## config.mk

```make
export PLATFORM = sky130hd
export DESIGN_NAME = oawt_fifo
export DESIGN_NICKNAME = d
export VERILOG_FILES = /design/src/hdl/oawt_pkg.sv /design/src/hdl/oawt_fifo.sv
export SDC_FILE = /design/constraint.sdc
export NUM_CORES = 1
export LEC_CHECK = 0
export ABC_CLOCK_PERIOD_IN_PS = 2620
export BUFFER_PORTS_ARGS = -buffer_cell sky130_fd_sc_hd__buf_2
export CORE_MARGIN = 5
export CORE_UTILIZATION = 50
export CTS_CLUSTER_DIAMETER = 60
export DETAILED_ROUTE_END_ITERATION = 12
export PLACE_DENSITY_LB_ADDON = 0.08
export SYNTH_ARGS = -nofsm -noshare
export SYNTH_HDL_FRONTEND = slang
export SYNTH_SLANG_ARGS = --single-unit
```

## constraint.sdc

```tcl
create_clock -name clk -period 2.62 [get_ports clk]
set_clock_uncertainty 0.1 [all_clocks]
set_input_delay 0.131 -clock clk [delete_from_list [all_inputs] [get_ports clk]]
set_output_delay 0.131 -clock clk [all_outputs]
set_load 0.05 [all_outputs]
```

## src/hdl/oawt_pkg.sv

```systemverilog
// ============================================================================
// oawt_pkg - shared definitions for the open addressing word table
// Constants, status and register codes, configuration struct, helpers.
// ============================================================================
`default_nettype none

package oawt_pkg;

    localparam int TABLE_DEPTH_DEF  = 256;
    localparam int MAX_WORD_LEN_DEF = 16;
    localparam int QUEUE_DEPTH      = 2;
    localparam int HASH_W           = 64;
    localparam int CFG_DATA_W       = 9;
    localparam int CFG_INDEX_W      = 2;

    localparam logic [HASH_W-1:0] HASH_SEED = 64'd5381;

    // result status codes
    localparam logic [2:0] ST_FULL    = 3'd0;
    localparam logic [2:0] ST_NEW     = 3'd1;
    localparam logic [2:0] ST_PRESENT = 3'd2;
    localparam logic [2:0] ST_FOUND   = 3'd3;
    localparam logic [2:0] ST_MISSING = 3'd4;
    localparam logic [2:0] ST_TOOLONG = 3'd5;

    // configuration register indexes
    localparam logic [CFG_INDEX_W-1:0] CFG_TABLE_SIZE = 2'd0;
    localparam logic [CFG_INDEX_W-1:0] CFG_PROBE_MODE = 2'd1;
    localparam logic [CFG_INDEX_W-1:0] CFG_STEP_MULT  = 2'd2;

    // probe modes (any other code probes linearly)
    localparam logic [1:0] PM_LINEAR = 2'd0;
    localparam logic [1:0] PM_QUAD   = 2'd1;
    localparam logic [1:0] PM_DOUBLE = 2'd2;

    // operations
    localparam logic OP_INSERT = 1'b0;

    typedef struct packed {
        logic [8:0] table_size;
        logic [1:0] probe_mode;
        logic [7:0] step_multiplier;
    } cfg_t;

    typedef struct packed {
        logic full;
        logic empty;
    } q_stat_t;

    typedef struct packed {
        logic clearing;
    } back_stat_t;

    function automatic logic [31:0] sat_add32(input logic [31:0] a, input logic [31:0] b);
        logic [32:0] s;
        s = {1'b0, a} + {1'b0, b};
        return s[32] ? 32'hFFFF_FFFF : s[31:0];
    endfunction

endpackage

`default_nettype wire

```

## src/hdl/oawt_fifo.sv

```systemverilog
// ============================================================================
// oawt_fifo - job queue between front and back
// Small register queue; decouples letter intake from the probe engine.
// ============================================================================
`default_nettype none

module oawt_fifo #(
    parameter int W = 8
) (
    input  wire logic              clk,
    input  wire logic              rst_n,
    input  wire logic              push,
    input  wire logic [W-1:0]      wdata,
    input  wire logic              pop,
    output logic [W-1:0]           rdata,
    output oawt_pkg::q_stat_t      qstat
);
    import oawt_pkg::*;

    localparam int PW = (QUEUE_DEPTH > 1) ? $clog2(QUEUE_DEPTH) : 1;
    localparam int CW = $clog2(QUEUE_DEPTH + 1);

    logic [W-1:0]  mem_reg [QUEUE_DEPTH];
    logic [PW-1:0] wr_ptr_reg, rd_ptr_reg;
    logic [CW-1:0] count_reg;

    assign rdata       = mem_reg[rd_ptr_reg];
    assign qstat.full  = (count_reg == CW'(QUEUE_DEPTH));
    assign qstat.empty = (count_reg == '0);

    always_ff @(posedge clk)
    begin
        if (push)
        begin
            mem_reg[wr_ptr_reg] <= wdata;
        end
    end

    always_ff @(posedge clk or negedge rst_n)
    begin
        if (!rst_n)
        begin
            wr_ptr_reg <= '0;
            rd_ptr_reg <= '0;
            count_reg  <= '0;
        end
        else
        begin
            if (push)
            begin
                wr_ptr_reg <= (wr_ptr_reg == PW'(QUEUE_DEPTH - 1)) ? '0 : wr_ptr_reg + 1'b1;
            end
            if (pop)
            begin
                rd_ptr_reg <= (rd_ptr_reg == PW'(QUEUE_DEPTH - 1)) ? '0 : rd_ptr_reg + 1'b1;
            end
            if (push && !pop)
            begin
                count_reg <= count_reg + 1'b1;
            end
            else if (pop && !push)
            begin
                count_reg <= count_reg - 1'b1;
            end
        end
    end

endmodule

`default_nettype wire

```

==> qor.tcl <==
set qor(number_of_max_capacitance_violations_reported) 0
set qor(synthDominantAreaCellType) {sky130_fd_sc_hd__edfxtp_1}
set qor(rsz0062_at_grt) {false}
set qor(cp_data_required_time_ps) 2390
set qor(post_route_cells_drive_above_1_share) 0.4342
set qor(mapped_nets) 54
set qor(numCtsBuffers) 3
set qor(total_power_mw) 1.112
set qor(post_cts_clock_slew_at_the_launch_and_capture_registers_of_the_worst_setup_and_hold_paths_ps) 100
set qor(worst_ir_drop_vdd_mv) 0.6420
set qor(synth_cell_type_count) 12
set qor(dp_cells) 77
set qor(fin_tns_setup_ps) 0
set qor(power-per-cell-area_nw_per_um2) 1089
set qor(clock_sink_count) 20
set qor(power.share.switching) 0.4264
set qor(path_cells) {mux2_2 -> buf_2}
set qor(synthesis.area_um2) 770.7
set qor(primary_flip_flop_cell_chosen_by_synthesis_mapping) {sky130_fd_sc_hd__edfxtp_1}
set qor(num_io_pins) 22
set qor(ctsLongestPathBuffers) 2
set qor(comb_power_share) 0.429
set qor(worst_setup_path_start_kind) {register}
set qor(die-area_um2) 2427
set qor(ys_seq_area_frac) 0.7532
set qor(min_path_type) {in2async}
set qor(globalRouteTotalUtil) 0.1147
set qor(synth_cells) 41
set qor(timing.final.max_slew_violations) 0
set qor(power.leakage_nw) 0.4217
set qor(clock_power_share) 0.129
set qor(crit_path_top_delay_cell) {sky130_fd_sc_hd__dfrtp_1}
set qor(vias) 422
set qor(timing.critical_path.slowest_cell_delay_ps) 580
set qor(r2r_slack_ps) 1240
set qor(drc) 0
set qor(outcome) {complete, no violations}
set qor(most_instantiated_library_cell_after_synthesis) {sky130_fd_sc_hd__edfxtp_1}
set qor(drtAntennaViolNets) 0
set qor(fp.dieH_um) 49.26
set qor(nets) 90
set qor(wirelength_mm) 1.183
set qor(period_minus_slack_ps) 1697
set qor(placementRows) 14
set qor(drt_pass1_iterations) 2
set qor(synth_area_leaders) {sky130_fd_sc_hd__edfxtp_1 (62%), sky130_fd_sc_hd__dfrtp_1 (13%), sky130_fd_sc_hd__mux2_2 (12%)}
set qor(fp.coreArea_um2) 1489
set qor(iteration_0_drc_count_of_the_detailed_router) 1
set qor(synth-seq-cells) 20
set qor(timing_worst_setup_path_type) {reg2out}
set qor(cts-root-buf) {sky130_fd_sc_hd__clkbuf_4}
set qor(worst_path_buf_inv) 1
set qor(slew_limit_headroom) 0.5735
set qor(multiInputGateArea_um2) 175.2
set qor(synth_top_cells_by_count) {sky130_fd_sc_hd__edfxtp_1 (16), sky130_fd_sc_hd__mux2_2 (8), sky130_fd_sc_hd__dfrtp_1 (4), sky130_fd_sc_hd__xor2_1 (4), sky130_fd_sc_hd__nor2_1 (2)}
set qor(layout.cells.non_filler) 92
set qor(tritoncts_clock_tree) {built}
set qor(fill_cells) 110
set qor(detail_route.wl_per_cell_um) 12.86
set qor(register_cell_area_after_layout_um2) 580.6
set qor(post-dp-hpwl_um) 814.5
set qor(number_of_global_route_vias_before_repair) 452
set qor(floorplan.initialDensity) 0.5176
set qor(grt_first_pass_wirelength_mm) 2.035
set qor(timing.fmax_ghz) 0.5894
set qor(data_arrival_time_of_the_worst_path_ps) 1470
set qor(synth_edf_count) 16
set qor(post-route-period-util) 0.6476
set qor(floorplan.die.width_um) 49.26
set qor(synthToLayoutAreaGrowth_pct) 32.47
set qor(drt-vias-per-instance) 4.587
set qor(antenna-diode-count) 0
set qor(buffer_ports.inserted) 21
set qor(overflow) 0
set qor(crit_path_end_kind) {output port}
set qor(grt_antenna_before_repair) 0
set qor(routabilityCongestion) 0.6796
set qor(grt_start_max_net_pins) 12
set qor(setup_viol) 0
set qor(avg_inst_size_synth_um2) 18.80
set qor(report.final.hold_viol_count) 0
set qor(seq_power_share) 0.441
set qor(worst_slew_pin_slew_ps) 638.4
set qor(clk_latency_ps) 290
set qor(largest_reg_flops) 16
set qor(ys.warnings.count) 0
set qor(cpLargestDelayFamily) {flip-flops}
set qor(post-synth-top-area-fraction) 0.6234
set qor(h_tree_depth) 1
set qor(power.switching_mw) 0.4740
set qor(crit_path_max_fanout) 9
set qor(postCtsSetupBuffers) 0
set qor(p_int_mw) 0.6376
set qor(async_flop_share) 0.2000
## stage by stage
stage,hold slack (ps),utilization,area [µm²],setup slack (ps)
5_1_grt,52.40,0.6857,1021,847.0
3_5_place_dp,-159.2,0.5941,884.6,1193
4_1_cts,46.07,0.6857,1021,899.0
3_3_place_gp,-157.0,0.5941,884.6,1212
2_1_floorplan,-264.6,-,770.7,1334
6_report,52.15,0.6857,1021,923.2
## power groups by stage
| stage | Clock [mW] | Combinational, mW | Sequential, mW |
|---|---|---|---|
| global placement | 0 | 0.466 | 0.495 |
| global route | 0.164 | 0.507 | 0.503 |
| floorplan | 0 | 0.418 | 0.467 |
| finish | 0.144 | 0.477 | 0.491 |
| detailed placement | 0 | 0.470 | 0.499 |
| CTS | 0.149 | 0.484 | 0.493 |
## final timing paths
kind                                            endpoint              startpoint  cells past startpoint
worst max-delay path                            rdata[5]  rd_ptr_reg$_DFFE_PN0P_                      2
worst min-delay path            count_reg[0]$_DFFE_PN0P_                   rst_n                      2
worst max register to register   mem_reg[0][1]$_DFFE_PP_  wr_ptr_reg$_DFFE_PN0P_                      1
worst min register to register    wr_ptr_reg$_DFFE_PN0P_  wr_ptr_reg$_DFFE_PN0P_                      1
max in group asynchronous         rd_ptr_reg$_DFFE_PN0P_                   rst_n                      2
min in group clk                  wr_ptr_reg$_DFFE_PN0P_  wr_ptr_reg$_DFFE_PN0P_                      1
## repair_timing
action                                 4_1_cts  5_1_grt
endpoints found under the hold margin       22        0
hold buffers                                11        0
gates resized for setup                      0        0
setup endpoints to repair                    0        0
## metal layers
layer  GRT usage  share of wire  up-vias
met1      0.1315           0.43      185
met3     0.04587          0.074        3
met5           0              0        -
li1            -              -      217
met4     0.08072          0.025        0
met2      0.1717           0.48       17
## cells in the final DEF, fill, tap and decap left out, drive strengths merged
cell type | synthesis | layout
and2 | 1 | 1
nor2 | 2 | 2
dlygate4sd3 | 0 | 11
xor2 | 4 | 4
clkbuf | 0 | 3
nor2b | 1 | 1
clkinv | 0 | 1
and2b | 1 | 1
xnor2 | 1 | 1
ha | 1 | 1
dfrtp | 4 | 4
mux2 | 8 | 8
edfxtp | 16 | 16
inv | 1 | 1
buf | 1 | 21
## logic make-up after synthesis
group,share of synthesized area
multiplexers,0.1169
XOR/XNOR,0.05682
AND/OR/NAND/NOR,0.03735
buffers and inverters,0.01947
adder cells (fa/ha/maj),0.01623
flip-flops,0.7533
## area by class of cell
type / count / share of cell area
Clock buffer: 3 / 0.02206
Clock inverter: 1 / 0.003676
Inverter: 1 / 0.003676
Multi-Input combinational cell: 19 / 0.1716
Sequential cell: 20 / 0.5686
Tap cell: 16 / 0.01961
Timing Repair Buffer: 32 / 0.2108
Note: power is estimated with default switching activity, not from simulation.
