### config.mk
export PLATFORM = sky130hd
export DESIGN_NAME = oawt_front_flat
export DESIGN_NICKNAME = d
export VERILOG_FILES = /design/src/hdl/oawt_pkg.sv /design/src/hdl/oawt_if.sv /design/src/hdl/oawt_front.sv /design/src/flat_wrapper.sv
export SDC_FILE = /design/constraint.sdc
export NUM_CORES = 1
export LEC_CHECK = 0
export BUFFER_PORTS_ARGS = -buffer_cell sky130_fd_sc_hd__buf_2
export CAP_MARGIN = 20
export CORE_AREA = 2 2 172 174
export CTS_CLUSTER_SIZE = 12
export DETAILED_ROUTE_END_ITERATION = 7
export DIE_AREA = 0 0 174 176
export GPL_TIMING_DRIVEN = 0
export PLACE_DENSITY = 0.62
export SYNTH_ARGS = -nofsm -noshare
export SYNTH_HDL_FRONTEND = slang
export SYNTH_SLANG_ARGS = --single-unit
### constraint.sdc
create_clock -name clk -period 4.35 [get_ports clk]
set_input_delay 0.2175 -clock clk [delete_from_list [all_inputs] [get_ports clk]]
set_output_delay 0.2175 -clock clk [all_outputs]
set_load 0.05 [all_outputs]
### src/hdl/oawt_pkg.sv
// ============================================================================
// oawt_pkg - shared definitions for the open addressing word table
// Constants, status and register codes, configuration struct, helpers.
// ============================================================================
`default_nettype none

package oawt_pkg;

    localparam int TABLE_DEPTH_DEF  = 256;
    localparam int MAX_WORD_LEN_DEF = 16;
    localparam int QUEUE_DEPTH      = 2;
    localparam int HASH_W           = 64;
    localparam int CFG_DATA_W       = 9;
    localparam int CFG_INDEX_W      = 2;

    localparam logic [HASH_W-1:0] HASH_SEED = 64'd5381;

    // result status codes
    localparam logic [2:0] ST_FULL    = 3'd0;
    localparam logic [2:0] ST_NEW     = 3'd1;
    localparam logic [2:0] ST_PRESENT = 3'd2;
    localparam logic [2:0] ST_FOUND   = 3'd3;
    localparam logic [2:0] ST_MISSING = 3'd4;
    localparam logic [2:0] ST_TOOLONG = 3'd5;

    // configuration register indexes
    localparam logic [CFG_INDEX_W-1:0] CFG_TABLE_SIZE = 2'd0;
    localparam logic [CFG_INDEX_W-1:0] CFG_PROBE_MODE = 2'd1;
    localparam logic [CFG_INDEX_W-1:0] CFG_STEP_MULT  = 2'd2;

    // probe modes (any other code probes linearly)
    localparam logic [1:0] PM_LINEAR = 2'd0;
    localparam logic [1:0] PM_QUAD   = 2'd1;
    localparam logic [1:0] PM_DOUBLE = 2'd2;

    // operations
    localparam logic OP_INSERT = 1'b0;

    typedef struct packed {
        logic [8:0] table_size;
        logic [1:0] probe_mode;
        logic [7:0] step_multiplier;
    } cfg_t;

    typedef struct packed {
        logic full;
        logic empty;
    } q_stat_t;

    typedef struct packed {
        logic clearing;
    } back_stat_t;

    function automatic logic [31:0] sat_add32(input logic [31:0] a, input logic [31:0] b);
        logic [32:0] s;
        s = {1'b0, a} + {1'b0, b};
        return s[32] ? 32'hFFFF_FFFF : s[31:0];
    endfunction

endpackage

`default_nettype wire

### src/hdl/oawt_if.sv
// ============================================================================
// oawt_if - channel interfaces for the word table
// Letter input channel and result output channel, valid/ready handshake.
// ============================================================================
`default_nettype none

interface oawt_in_if;
    logic       valid;
    logic       ready;
    logic       operation;
    logic [7:0] letter;
    logic       last_letter;

    modport source (output valid, output operation, output letter, output last_letter,
                    input ready);
    modport sink   (input valid, input operation, input letter, input last_letter,
                    output ready);
endinterface


`default_nettype wire

### src/hdl/oawt_front.sv
// ============================================================================
// oawt_front - letter intake and hashing
// Accepts letters, runs the djb2 hash, buffers the word, queues word jobs.
// ============================================================================
`default_nettype none

module oawt_front #(
    parameter  int MAX_WORD_LEN = oawt_pkg::MAX_WORD_LEN_DEF,
    localparam int LW = $clog2(MAX_WORD_LEN + 1),
    localparam int JW = 2 + LW + oawt_pkg::HASH_W + 8 * MAX_WORD_LEN
) (
    input  wire logic               clk,
    input  wire logic               rst_n,
    oawt_in_if.sink                 in_ch,
    input  oawt_pkg::back_stat_t    bstat,
    input  oawt_pkg::q_stat_t       qstat,
    output logic                    push,
    output logic [JW-1:0]           job
);
    import oawt_pkg::*;

    localparam int CW = $clog2(MAX_WORD_LEN + 2);
    localparam int IW = $clog2(MAX_WORD_LEN);
    localparam int KW = 8 * MAX_WORD_LEN;

    logic [HASH_W-1:0] hash_reg, hash_next, hash_step;
    logic [CW-1:0]     len_reg, len_next, len_inc;
    logic [KW-1:0]     buf_reg, buf_next;
    logic              accept, too_long;

    assign in_ch.ready = !bstat.clearing && !qstat.full;
    assign accept      = in_ch.valid && in_ch.ready;

    // h * 33 + c, wrapping
    assign hash_step = (hash_reg << 5) + hash_reg + {{(HASH_W-8){1'b0}}, in_ch.letter};
    assign len_inc   = (len_reg <= CW'(MAX_WORD_LEN)) ? len_reg + 1'b1 : len_reg;
    assign too_long  = (len_inc > CW'(MAX_WORD_LEN));

    always_comb
    begin
        buf_next = buf_reg;
        if (len_reg < CW'(MAX_WORD_LEN))
        begin
            buf_next[len_reg[IW-1:0] * 8 +: 8] = in_ch.letter;
        end
        hash_next = hash_reg;
        len_next  = len_reg;
        if (accept)
        begin
            hash_next = in_ch.last_letter ? HASH_SEED : hash_step;
            len_next  = in_ch.last_letter ? '0 : len_inc;
        end
    end

    assign push = accept && in_ch.last_letter;
    assign job  = {in_ch.operation, too_long, len_inc[LW-1:0], hash_step, buf_next};

    always_ff @(posedge clk)
    begin
        if (accept)
        begin
            buf_reg <= buf_next;
        end
    end

    always_ff @(posedge clk or negedge rst_n)
    begin
        if (!rst_n)
        begin
            hash_reg <= HASH_SEED;
            len_reg  <= '0;
        end
        else
        begin
            hash_reg <= hash_next;
            len_reg  <= len_next;
        end
    end

endmodule

`default_nettype wire

### src/flat_wrapper.sv
// flat-port wrapper written by rule: the top's interface ports become plain ports
module oawt_front_flat import oawt_pkg::*;
#(
    parameter  int MAX_WORD_LEN = oawt_pkg::MAX_WORD_LEN_DEF,
    localparam int LW = $clog2(MAX_WORD_LEN + 1),
    localparam int JW = 2 + LW + oawt_pkg::HASH_W + 8 * MAX_WORD_LEN
)
  (clk, rst_n, bstat, qstat, push, job, in_ch_valid, in_ch_operation, in_ch_letter, in_ch_last_letter, in_ch_ready);
  oawt_in_if in_ch_i ();
  input  wire logic clk;
  input  wire logic rst_n;
  input  oawt_pkg::back_stat_t bstat;
  input  oawt_pkg::q_stat_t qstat;
  output logic push;
  output logic [JW-1:0] job;
  input wire logic [$bits(in_ch_i.valid)-1:0] in_ch_valid;
  input wire logic [$bits(in_ch_i.operation)-1:0] in_ch_operation;
  input wire logic [$bits(in_ch_i.letter)-1:0] in_ch_letter;
  input wire logic [$bits(in_ch_i.last_letter)-1:0] in_ch_last_letter;
  output wire logic [$bits(in_ch_i.ready)-1:0] in_ch_ready;
  assign in_ch_i.valid = in_ch_valid;
  assign in_ch_i.operation = in_ch_operation;
  assign in_ch_i.letter = in_ch_letter;
  assign in_ch_i.last_letter = in_ch_last_letter;
  assign in_ch_ready = in_ch_i.ready;
  oawt_front #(.MAX_WORD_LEN(MAX_WORD_LEN)) u_core (.clk(clk), .rst_n(rst_n), .in_ch(in_ch_i), .bstat(bstat), .qstat(qstat), .push(push), .job(job));
endmodule
==> summary.txt <==
Status
  • Run status: finished with violations
  • Failing checks: negative setup slack

Layout
  • Layout cells sized above 1: 0.265
  • Design Area, Final: 0.0156 mm²
  • Area of the multi-input gates: around 0.0071 mm²
  • Synth-to-layout area growth: 23.0%
  • Register area: approximately 0.0056 mm²
  • Fillers: around 2600
  • Nets: 1654
  • Max FFs per register: between 100 and 150
  • Final core utilization: 0.547
  • Ant diodes: 0

Clock tree
  • Num CTS Buffers: 17
  • Reg clk slew, reported paths: ~0.080 ns
  • Root Buffer: clkbuf_16
  • Clock Path Buffers: 2
  • CTS tree: yes
  • Clock Latency Late Sink: 0.46 ns
  • Htree depth: 4
  • Sink Count: a little under 200

Timing
  • Setup TNS: -0.332 ns
  • Final period util: 1.02
  • Fmax: 226 MHz
  • RSZ-0062 raised after global routing: true
  • Fin. max-slew vios: 0
  • Worst setup margin: -0.0845 ns
  • Final setup viols: 6
  • Final clock skew: between 0.009 and 0.01 ns
  • Rel. slew slack: 0.512
  • Fin. Hold Viols: 0
  • Hold_ws: 0.121 ns
  • Worst slew pin tran: 0.729 ns
  • Min Tclk post-route: approximately 4.4 ns

Synthesis
  • YS warnings: 0
  • Leading area contributor after synthesis: edfxtp_1
  • Synth Cell Area: between 0.01 and 0.015 mm²
  • Synth Instances: 1241
  • Ys flop type: edfxtp_1
  • Sequential share of the synthesized area: 0.439
  • Post-synth top area share: 0.303
  • Mapped Nets: 1386
  • Synthesized flop and latch total: 197
  • Ys async rst share: 0.350
  • Syn avg cell area: 10.2 µm²
  • Largest cells by area after synthesis: edfxtp_1, dfrtp_1, ha_1
  • Top cells by count, synth: nand2_1, edfxtp_1, ha_1
  • Netlist cell types: 78
  • Top-count cell post-synth: nand2_1
  • Post-synth EDFFs: 128

Die
  • Row cnt: 62
  • DIE HEIGHT: 176 µm
  • Die X: 174 µm
  • Initial Util: 0.445
  • Die area: between 0.03 and 0.04 mm²
  • IO Pins: 217
  • Core footprint: 0.0285 mm²

Critical path
  • Worst path arrival time: roughly 4.2 ns
  • Setup crit end: job[175]
  • Setup crit end kind: output pin
  • CP required: 4.13 ns
  • Critical path origin: u_core.hash_reg[0]
  • R2r endpoint: u_core.hash_reg[58]
  • R2R Path Start: u_core.hash_reg[0]
  • Crit path kind: register to output pin
  • CP max FO: 5
  • Worst-case reg-to-reg path depth: 20
  • Worst R2R Setup Slack: 0.14 ns
  • Nature of the critical path startpoint: register

Placement
  • Pre-CTS setup slack: -0.373 ns
  • HPWL after DPL: approximately 28000 µm
  • Placer Congestion: 0.890
  • Cell Area, Placed: ~0.014 mm²
  • IO Port Bufs: around 210

Global routing
  • Top Usage Layer GRT: met2
  • Met1 usage: 0.324
  • Largest net degree at the start of global routing: 80
  • Antenna violations before repair: 1
  • Met3 GRT Util: 0.0497
  • Vias in the first global route: 10573
  • GR Layer Usage met2: 0.402
  • Final global-route overflow total: 0
  • GRT Total Usage: 0.242
  • First-pass GRT wire length: 58400 µm

Drt
  • Via/cell ratio: 5.71
  • Total number of vias: about 11000
  • # DRC: 0
  • WL final: 37600 µm
  • Final ANT Viol Nets: 0
  • Initial DRC count: 737
  • WL/cell: 19.7 µm
  • Pre-antenna DRT Iters: 5

Run
  • Max-cap viol count: 0

Power
  • Power per cell area: approximately 680 mW/mm²
  • Leakage dissipation: 7.24 nW
  • Maximum vdd drop: 1170 µV

Min path
  • Hold crit path type: input pin to register
routing by layer:
| layer | vias to the layer above | part of all wire |
|---|---|---|
| met1 | 5314 | 0.45 |
| met2 | 343 | 0.48 |
| met3 | 44 | 0.055 |
| met5 | - | 0.00029 |
| li1 | 5177 | - |
| met4 | 2 | 0.018 |
through the flow:
stage,instances,total power [mW]
final,1906,10.7
after global routing,1906,11.2
after CTS,1890,10.4
after detailed placement,1841,8.53
after global placement,1839,8.51
after floorplan,1241,7.13
logic make-up (layout without fill, tap and decap cells):
group / count (synthesis) / after routing / synth area share
AOI/OAI and AO/OA: 375 / 375 / 0.196
and+or+nand+nor: 335 / 335 / 0.118
DFF: 197 / 197 / 0.439
adders and majority gates: 129 / 129 / 0.129
buffers and inverters: 93 / 374 / 0.0291
xor gates and xnor gates: 62 / 62 / 0.0433
muxes: 50 / 50 / 0.0442
critical path: stages, from the launching register on:
cell	delay (ns)
dfstp_2	0.55
inv_2	0.04
fa_1	0.49
inv_2	0.05
ha_4	0.22
a21o_1	0.17
a221o_1	0.40
a32oi_2	0.23
a21boi_2	0.12
o21ai_4	0.23
o31a_1	0.29
buf_4	0.17
o31a_1	0.23
o21bai_1	0.12
xor2_1	0.21
buf_4	0.24
power by group:
part / switching [mW] / internal (mW) / total, mW
sequential: 0.230 / 2.24 / 2.47
combinational: 4.65 / 1.89 / 6.54
clock: 0.786 / 0.866 / 1.65
layout make-up:
class	instances	share of cell area
Sequential cell	197	0.357
Inverter	33	0.00793
Timing Repair Buffer	250	0.0953
Tap cell	384	0.0308
Buffer	59	0.0159
Clock inverter	14	0.0107
Clock buffer	18	0.0275
Multi-Input combinational cell	951	0.455
worst min path at each step:
| stage | start | endpoint | slack, ns | depth (start not counted) |
|---|---|---|---|---|
| after floorplan | rst_n | u_core.hash_reg[11] | -0.08 | 0 |
| after global placement | u_core.hash_reg[60] | u_core.hash_reg[60] | 0.49 | 2 |
| after detailed placement | rst_n | u_core.hash_reg[20] | 0.19 | 1 |
| after CTS | in_ch_last_letter | u_core.hash_reg[60] | 0.10 | 3 |
| after global routing | in_ch_last_letter | u_core.hash_reg[61] | 0.15 | 3 |
| final | in_ch_last_letter | u_core.hash_reg[60] | 0.12 | 3 |
cell usage in the layout, fill, tap and decap left out, drive strengths merged, types with 7 or more instances in the layout:
cell	synthesis	layout
a31oi	8	8
xor2	20	20
edfxtp	128	128
clkbuf	44	66
o21bai	17	17
a22o	47	47
buf	16	260
dfrtp	64	64
o211ai	7	7
nand3	25	25
clkinv	1	7
inv	32	37
o21ai	119	119
a21o	37	37
nor2	46	46
nor3	16	16
and2	8	8
mux2	49	49
o21a	11	11
nor2b	7	7
nand2	179	179
ha	125	125
a21oi	75	75
xnor2	42	42
nand4	14	14
and3	15	15
timing repair:
action	CTS	global route
gates resized for setup	53	54
hold endpoints to repair	32	0
hold buffers	1	0
cloned	0	0
setup buffers	16	17
endpoints found under the setup margin	38	64
pin swaps	27	26
(Power assumes the default switching activity.)
